[config.mk]
export PLATFORM = sky130hd
export DESIGN_NAME = drt_rect_clip
export DESIGN_NICKNAME = d
export VERILOG_FILES = /design/src/sv/drt_pkg.sv /design/src/sv/drt_rect_clip.sv
export SDC_FILE = /design/constraint.sdc
export NUM_CORES = 1
export LEC_CHECK = 0
export ABC_AREA = 0
export ABC_CLOCK_PERIOD_IN_PS = 5700
export BUFFER_PORTS_ARGS = -buffer_cell sky130_fd_sc_hd__buf_2
export CAP_MARGIN = 20
export CORE_AREA = 3 3 79 81
export DETAILED_ROUTE_END_ITERATION = 10
export DIE_AREA = 0 0 82 84
export PLACE_DENSITY = 0.91
export SLEW_MARGIN = 20
export SYNTH_ARGS = -nofsm -noshare
export SYNTH_HDL_FRONTEND = slang
export SYNTH_SLANG_ARGS = --single-unit
export TNS_END_PERCENT = 100
[constraint.sdc]
create_clock -name vclk -period 5.7
set_clock_uncertainty 0.1 [all_clocks]
set_input_delay 0.285 -clock vclk [all_inputs]
set_output_delay 0.285 -clock vclk [all_outputs]
set_load 0.1 [all_outputs]
[src/sv/drt_pkg.sv]
package drt_pkg;

   // List geometry
   localparam int MAX_REGIONS = 128;
   localparam int IDX_W       = $clog2(MAX_REGIONS);
   localparam int FILL_W      = $clog2(MAX_REGIONS + 1);

   // Field widths
   localparam int COORD_W     = 16;
   localparam int FIELD_W     = 12;
   localparam int COUNT_W     = 8;
   localparam int ENTRY_IDX_W = 7;
   localparam int MODE_W      = 3;
   localparam int CSR_IDX_W   = 2;

   // Operation codes
   localparam logic [MODE_W-1:0] MODE_ADD_MAIN   = 3'd0;
   localparam logic [MODE_W-1:0] MODE_ADD_EXT    = 3'd1;
   localparam logic [MODE_W-1:0] MODE_INVALIDATE = 3'd2;
   localparam logic [MODE_W-1:0] MODE_READ       = 3'd3;
   localparam logic [MODE_W-1:0] MODE_END_FRAME  = 3'd4;

   // Register indexes and reset values
   localparam logic [CSR_IDX_W-1:0] CSR_LIMIT_X   = 2'd0;
   localparam logic [CSR_IDX_W-1:0] CSR_LIMIT_Y   = 2'd1;
   localparam logic [CSR_IDX_W-1:0] CSR_SPLIT_ROW = 2'd2;

   localparam logic [FIELD_W-1:0] LIMIT_X_RST   = 12'd640;
   localparam logic [FIELD_W-1:0] LIMIT_Y_RST   = 12'd480;
   localparam logic [FIELD_W-1:0] SPLIT_ROW_RST = 12'd360;

   typedef enum logic [1:0] {
      ST_IDLE,
      ST_EXEC,
      ST_SPLIT_LO
   } state_type;

   typedef struct packed {
      logic [MODE_W-1:0]         mode;
      logic signed [COORD_W-1:0] rect_left;
      logic signed [COORD_W-1:0] rect_top;
      logic signed [COORD_W-1:0] rect_right;
      logic signed [COORD_W-1:0] rect_bottom;
      logic                      list_select;
      logic [ENTRY_IDX_W-1:0]    entry_index;
      logic                      scrolling;
   } req_payload_type;

   typedef struct packed {
      logic               full_refresh;
      logic [COUNT_W-1:0] main_count;
      logic [COUNT_W-1:0] ext_count;
      logic               entry_valid;
      logic [FIELD_W-1:0] entry_x;
      logic [FIELD_W-1:0] entry_y;
      logic [FIELD_W-1:0] entry_w;
      logic [FIELD_W-1:0] entry_h;
      logic               entry_skip;
   } rsp_payload_type;

   typedef struct packed {
      logic [FIELD_W-1:0] x;
      logic [FIELD_W-1:0] y;
      logic [FIELD_W-1:0] w;
      logic [FIELD_W-1:0] h;
   } region_type;

   localparam int REGION_W = $bits(region_type);

   typedef struct packed {
      logic       keep;
      region_type region;
   } clip_type;

endpackage

[src/sv/drt_rect_clip.sv]
module drt_rect_clip (
   input  logic signed [drt_pkg::COORD_W-1:0] rect_left,
   input  logic signed [drt_pkg::COORD_W-1:0] rect_top,
   input  logic signed [drt_pkg::COORD_W-1:0] rect_right,
   input  logic signed [drt_pkg::COORD_W-1:0] rect_bottom,
   input  logic        [drt_pkg::FIELD_W-1:0] limit_x,
   input  logic        [drt_pkg::FIELD_W-1:0] limit_y,
   output drt_pkg::clip_type                  clip
);
   import drt_pkg::*;

   localparam int EXT_W = COORD_W + 1;
   localparam int DIF_W = COORD_W + 2;

   logic signed [EXT_W-1:0] lim_w, lim_h;
   logic signed [EXT_W-1:0] left_c, top_c, right_c, bottom_c;
   logic signed [EXT_W-1:0] right_e, bottom_e;
   logic signed [DIF_W-1:0] width_s, height_s;

   always_comb begin
      lim_w    = signed'({{(EXT_W-FIELD_W){1'b0}}, limit_x});
      lim_h    = signed'({{(EXT_W-FIELD_W){1'b0}}, limit_y});
      right_e  = signed'({rect_right[COORD_W-1], rect_right});
      bottom_e = signed'({rect_bottom[COORD_W-1], rect_bottom});

      // clamp up to the screen origin
      left_c   = rect_left[COORD_W-1] ? '0 : signed'({1'b0, rect_left});
      top_c    = rect_top[COORD_W-1]  ? '0 : signed'({1'b0, rect_top});
      // clamp down to the screen size
      right_c  = (right_e > lim_w)  ? lim_w : right_e;
      bottom_c = (bottom_e > lim_h) ? lim_h : bottom_e;

      width_s  = signed'({right_c[EXT_W-1], right_c}) - signed'({left_c[EXT_W-1], left_c});
      height_s = signed'({bottom_c[EXT_W-1], bottom_c}) - signed'({top_c[EXT_W-1], top_c});

      clip.keep     = !width_s[DIF_W-1] && (width_s != '0) &&
                      !height_s[DIF_W-1] && (height_s != '0);
      clip.region.x = left_c[FIELD_W-1:0];
      clip.region.y = top_c[FIELD_W-1:0];
      clip.region.w = width_s[FIELD_W-1:0];
      clip.region.h = height_s[FIELD_W-1:0];
   end

endmodule

==> results of run 1 <==
[power by group through the flow]
stage               clock network, mW  logic, mW  registers (mW)
finish                              0      0.851               0
global route                        0      0.901               0
CTS                                 0      0.846               0
detailed placement                  0      0.843               0
global placement                    0      0.832               0
floorplan                           0      0.692               0
[kinds of logic after synthesis]
family                     share of synthesized area
muxes                                         0.0148
and+or+nand+nor                                0.295
adders and majority gates                      0.265
xor gates and xnor gates                      0.0487
AOI/OAI and AO/OA                              0.284
buffers and inverters                         0.0919
[stage by stage]
stage                     setup WS [ps]  instances  power, mW  cell area [um2]   util
after floorplan                    44.7        404      0.692             2790      -
after global placement              320        606      0.832             3550  0.641
after detailed placement            212        606      0.843             3550  0.641
after CTS                           207        606      0.846             3550  0.641
after global routing                119        606      0.901             3560  0.643
final                               389        606      0.851             3560  0.643
[layout make-up]
type	instances	area, um2	share of cell area
inverters	56	210	0.0591
multi-input cells	338	2550	0.717
well taps	72	90.1	0.0253
repair buffers	140	708	0.199
[routing by layer]
layer | routed length (um) | up-vias | GRT usage
li1 | - | 1697 | -
met1 | 3580 | 1543 | 0.303
met2 | 4540 | 145 | 0.456
met3 | 582 | 20 | 0.0270
met4 | 167 | 0 | 0.0604
met5 | 0 | - | 0
[path summary, 6_finish.rpt]
path	from	to	slack (ps)	cells after the start
setup / recovery	rect_right[15]	clip[48]	390	17
hold / removal	rect_top[5]	clip[29]	970	4
[worst min-delay path, stage by stage]
cell and delay (ps):
buf_2 90, nand2b_1 80, inv_1 40, buf_2 280
[what timing repair did]
item	CTS	global route
endpoints found under the setup margin	0	1
setup buffers	0	0
resized for setup	0	2
[cell usage in the layout, fill, tap and decap left out, drive strengths merged, types with 4 or more instances in the layout]
master,n
a211oi,4
a21o,15
a21oi,25
a31oi,4
and2,7
buf,140
ha,54
inv,56
mux2i,4
nand2,29
nand2b,36
nand3,4
nand4,9
nor2,20
nor2b,11
nor3,8
nor4,5
o21a,9
o21ai,40
or4,7
xnor2,9
xor2,6
==> qor.yml, run 1 <==
fmax_ghz: 0.188
die_w_um: 82
syn_avg_cell_area_um2: 6.67
timing.hold.ws_ps: 973
worst_pin_slew_ps: 507
drc: 0
firstDrtPassIters: 4
grt_pass1_wl_mm: 14.5
worstPathRequired_ps: 5320
initial_core_util: 0.487
crit_buf_inv: 2
dr_total_vias: 3405
yosysMostFrequentCell: "inv_1"
die_height_um: 84
netSwitchingFraction: 0.754
synth_top_area_frac: 0.251
drt_iter0_markers: 131
fillers: 488
synth.area.top_cells: "ha_1, nand2b_1, inv_1, o21ai_0, a21oi_1"
arrival_ps: 4930
ir_worst_vdd_v: 0.000283
p_comb_frac: 1.000
grt_pass1_vias: 3340
synthCells: 404
ctsHoldBuffers: 0
grt_overflow_total: 0
crit_fanout: 13
layout-drive-gt1-share: 0.307
fin_crit_ps: 5310
yosysSeqAreaShare: 0
wl_per_cell_um: 14.6
finalCritPeriodShare: 0.932
dieArea_um2: 6890
fin_nets: 680
endpoint_kind: "primary output"
p_seq_frac: 0
fp-row-count: 27
synth_common_cells: "inv_1, ha_1, o21ai_0, nand2b_1, nand2_1"
cp_top_family: "simple AND/OR/NAND/NOR gates"
cp_slowest_cell: "or4_1"
hpwl_mm: 7.86
hold_viol: 0
synthesis.nets: 548
p_int_mw: 0.210
clkbuf_count: 0
antenna-diode-count: 0
maxCapViolations: 0
slew-limit-headroom: 0.665
cp-start-kind: "primary input"
viasPerCell: 5.62
grt_start_max_net_pins: 18
yosysWarnings: 0
leakage_nw: 2.03
path_cells: "buf_2 -> or4_1 -> nor4_1 -> a311o_2 -> mux2i_1 -> ha_1 -> fa_1 -> nor2b_1 -> o21a_1 -> a311o_2 -> o311ai_2 -> nand2b_1 -> xor2_2 -> or4_4 -> nor3_2 -> a31oi_4 -> buf_2"
io_buffers: 137
synth_top_area_cell: "ha_1"
core-area_um2: 5540
slew_viol_final: 0
gp_congestion: 0.991
slowest_delay_ps: 620
antenna_found_initial: 0
final_antenna_net_count: 0
design.seq.count: 0
grt_usage: 0.250
power_density_nw_per_um2: 239
hp-class: "primary input to primary output"
synthToLayoutAreaGrowth_pct: 32.0
power.switching_mw: 0.641
power_frac_clock: 0
worst-setup-path-type: "primary input to primary output"
regArea_um2: 0
ys_types: 46
ios: 137
totalWireLength_mm: 8.87
setup-tns-final_ps: 0
netlist_area_um2: 2700
status: "complete, no violations"
finalSetupViolCount: 0
rsz0062_at_grt: "false"
Power figures use the tool's default switching activity.
==> run 2: changes to the inputs <==
==> constraint.sdc (replaced) <==
create_clock -name vclk -period 5.7
set_clock_uncertainty 0.1 [all_clocks]
set_input_delay 1.425 -clock vclk [all_inputs]
set_output_delay 1.425 -clock vclk [all_outputs]
set_load 0.1 [all_outputs]
==> run 2 against run 1 <==
Net effect: the run now fails in clock tree synthesis (4_1_cts); synthesized cell count stayed put; synthesized area stayed put.
==> qor.yml, run 2 <==
status: "did not finish"  # was complete, no violations
last-stage-reached: "clock tree synthesis (4_1_cts)"
error_line: "[ERROR DPL-0038] Utilization greater than 100%, impossible to legalize"
yosysSeqAreaShare: 0  # unchanged
synthAdderAreaFrac: 0.265  # unchanged
netlist_area_um2: 2700  # unchanged
synth_simple_gate_area_frac: 0.295  # unchanged
synthCells: 404  # unchanged
syn_avg_cell_area_um2: 6.67  # unchanged
die_w_um: 82  # unchanged
ys_types: 46  # unchanged
ios: 137  # unchanged
dpl-instance-area_um2: 5150  # was 3550 um2
post_cts_buffers: 30  # was 0
initial_core_util: 0.487  # unchanged
synth_common_cells: "inv_1, ha_1, o21ai_0, nand2b_1, nand2_1"  # unchanged
hpwl_mm: 13.7  # was 7.86 mm
synth_top_area_frac: 0.251  # unchanged
ctsHoldBuffers: 0  # unchanged
cts_resized: 116  # was 0
post_synth_mux_area_share: 0.0148  # unchanged
gp_congestion: 0.977  # was 0.991
synth_top_area_cell: "ha_1"  # unchanged
synth_top_family_by_area: "simple AND/OR/NAND/NOR gates"  # unchanged
yosysWarnings: 0  # unchanged
synth.area.top_cells: "ha_1, nand2b_1, inv_1, o21ai_0, a21oi_1"  # unchanged
synthesis.nets: 548  # unchanged
yosys.area_share.xor_xnor: 0.0487  # unchanged
yosysMostFrequentCell: "inv_1"  # unchanged
fp-row-count: 27  # unchanged
die_height_um: 84  # unchanged
synth_compound_area_frac: 0.284  # unchanged
io_buffers: 137  # unchanged
## run 2: cell counts after synthesis
No cell type changed its count.
## run 2: logic make-up after synthesis
family | Yosys count
AOI/OAI and AO/OA | 119
muxes | 4
adders and majority gates | 56
xor gates and xnor gates | 15
and+or+nand+nor | 144
buffers and inverters | 66
## run 2: per-stage QoR
step,instances,setup TNS (ps),setup WS (ps)
3_5_place_dp,728,-18720,-2190
3_3_place_gp,728,-11260,-1560
2_1_floorplan,404,-8510,-1770
==> run 3: changes to the inputs <==
--- a/config.mk
+++ b/config.mk
@@ -9,10 +9,10 @@
 export ABC_CLOCK_PERIOD_IN_PS = 5700
 export BUFFER_PORTS_ARGS = -buffer_cell sky130_fd_sc_hd__buf_2
 export CAP_MARGIN = 20
-export CORE_AREA = 3 3 79 81
+export CORE_AREA = 3 3 87 89
 export DETAILED_ROUTE_END_ITERATION = 10
-export DIE_AREA = 0 0 82 84
-export PLACE_DENSITY = 0.91
+export DIE_AREA = 0 0 90 92
+export PLACE_DENSITY_LB_ADDON = 0.15
 export SLEW_MARGIN = 20
 export SYNTH_ARGS = -nofsm -noshare
 export SYNTH_HDL_FRONTEND = slang
==> run 3 against run 2 <==
Net effect: the flow now finishes, with violations (setup timing).
==> qor.yml, run 3 (synthesis results as in run 1) <==
multi_input_area_um2: 3150
drt_iter0_markers: 144
fin_nets: 823
io_buffers: 137  # unchanged
grt_start_max_net_pins: 13
synthToLayoutAreaGrowth_pct: 116
wl_per_cell_um: 16.1
gp_congestion: 0.907  # was 0.977
hold_viol: 0
cp-start-kind: "primary input"
crit_fanout: 6
slowest_delay_ps: 440
grt_overflow_total: 0
layoutNonFillerInstCount: 773
hp-class: "primary input to primary output"
cp_slowest_cell: "or4_4"
maxCapViolations: 0
dp_cells: 753  # was 728
fmax_ghz: 0.140
worst-setup-path-type: "primary input to primary output"
final_common_cell: "buf_4"
initial_core_util: 0.395  # was 0.487
rsz0062_at_grt: "true"
dpl-instance-area_um2: 5180  # was 5150 um2
layout-drive-gt1-share: 0.558
grt_usage: 0.265
ios: 137  # unchanged
slew-limit-headroom: 0.671
fillers: 386
p_comb_frac: 1.000
worst_pin_slew_ps: 497
final_antenna_net_count: 0
slew_viol_final: 0
crit_buf_inv: 5
leakage_nw: 3.04
final_cell_mix: "buf_4, buf_2, inv_1, ha_1, nand2b_1"
p_seq_frac: 0
firstDrtPassIters: 5
finalCritPeriodShare: 1.25
cp_top_family: "simple AND/OR/NAND/NOR gates"
antenna_found_initial: 0
worstPathRequired_ps: 4180
power.switching_mw: 0.813
regArea_um2: 0
hpwl_mm: 9.10  # was 13.7 mm
dieArea_um2: 8280
endpoint_kind: "primary output"
status: "finished with violations"  # was did not finish
totalWireLength_mm: 12.4
ir_worst_vdd_v: 0.000280
drc: 0
dr_total_vias: 4198
finalSetupViolCount: 19
viasPerCell: 5.43
design.seq.count: 0
netSwitchingFraction: 0.572
core-area_um2: 6830
final_cell_area_um2: 5830
path_cells: "buf_12 -> inv_12 -> ha_4 -> nor2b_4 -> o21ai_1 -> nand2b_1 -> a21oi_2 -> o21ai_1 -> nand2_1 -> a311o_2 -> buf_6 -> o21ai_4 -> ha_1 -> nor2b_1 -> o21a_1 -> a311o_2 -> buf_6 -> nor3_2 -> a21oi_1 -> or4_1 -> or4_4 -> nor3_4 -> a31oi_4 -> buf_12"
power_frac_clock: 0
clkbuf_count: 0
grt_pass1_wl_mm: 18.7
grt_pass1_vias: 4134
fin_ws_ps: -1440
die_w_um: 90  # was 82 um
fin_crit_ps: 7140
setup-tns-final_ps: -11570
die_height_um: 92  # was 84 um
fp-row-count: 30  # was 27
arrival_ps: 5620
violations: "setup timing"
antenna-diode-count: 0
power_density_nw_per_um2: 244
p_int_mw: 0.609
-- run 3: layout make-up --
| class | instances | area share |
|---|---|---|
| repair buffers | 283 | 0.398 |
| multi-input cells | 338 | 0.540 |
| well taps | 96 | 0.0206 |
| inverters | 56 | 0.0408 |
-- run 3: repair_timing --
item                       in CTS  in global routing
setup endpoints to repair      19                 21
gates resized for setup        80                 44
pin swaps                      25                 29
hold buffers                    0                  0
setup buffers                  18                 12
-- run 3: stage by stage --
step                      hold WS [ps]  utilization  total power [mW]  setup WS (ps)
after floorplan                   3050            -             0.770          -1770
after global placement            3240        0.759              1.23          -1730
after detailed placement          3250        0.759              1.25          -1790
after CTS                         3250        0.821              1.34          -1530
after global routing              3280        0.853              1.48          -1730
final                             3250        0.853              1.42          -1440
-- run 3: worst min-delay path, delay by kind of cell --
family / cells / cell delay [ps]
buffers and inverters: 3 / 410
AND/OR/NAND/NOR: 1 / 80
-- run 3: power by group through the flow --
| stage | combinational (mW) | clock [mW] | sequential, mW |
|---|---|---|---|
| 2_1_floorplan | 0.770 | 0 | 0 |
| 3_3_place_gp | 1.23 | 0 | 0 |
| 3_5_place_dp | 1.25 | 0 | 0 |
| 4_1_cts | 1.34 | 0 | 0 |
| 5_1_grt | 1.48 | 0 | 0 |
| 6_report | 1.42 | 0 | 0 |
-- run 3: worst paths after layout --
path / cells after the start / start / endpoint
max: 24 / limit_x[1] / clip[48]
min: 4 / rect_left[8] / clip[44]
-- run 3: layer usage --
metal | global-route usage | up-vias | share of wire
met4 | 0.0893 | 0 | 0.037
met2 | 0.525 | 211 | 0.54
li1 | - | 1987 | -
met5 | 0 | - | 0
met1 | 0.293 | 1957 | 0.36
met3 | 0.0238 | 43 | 0.059
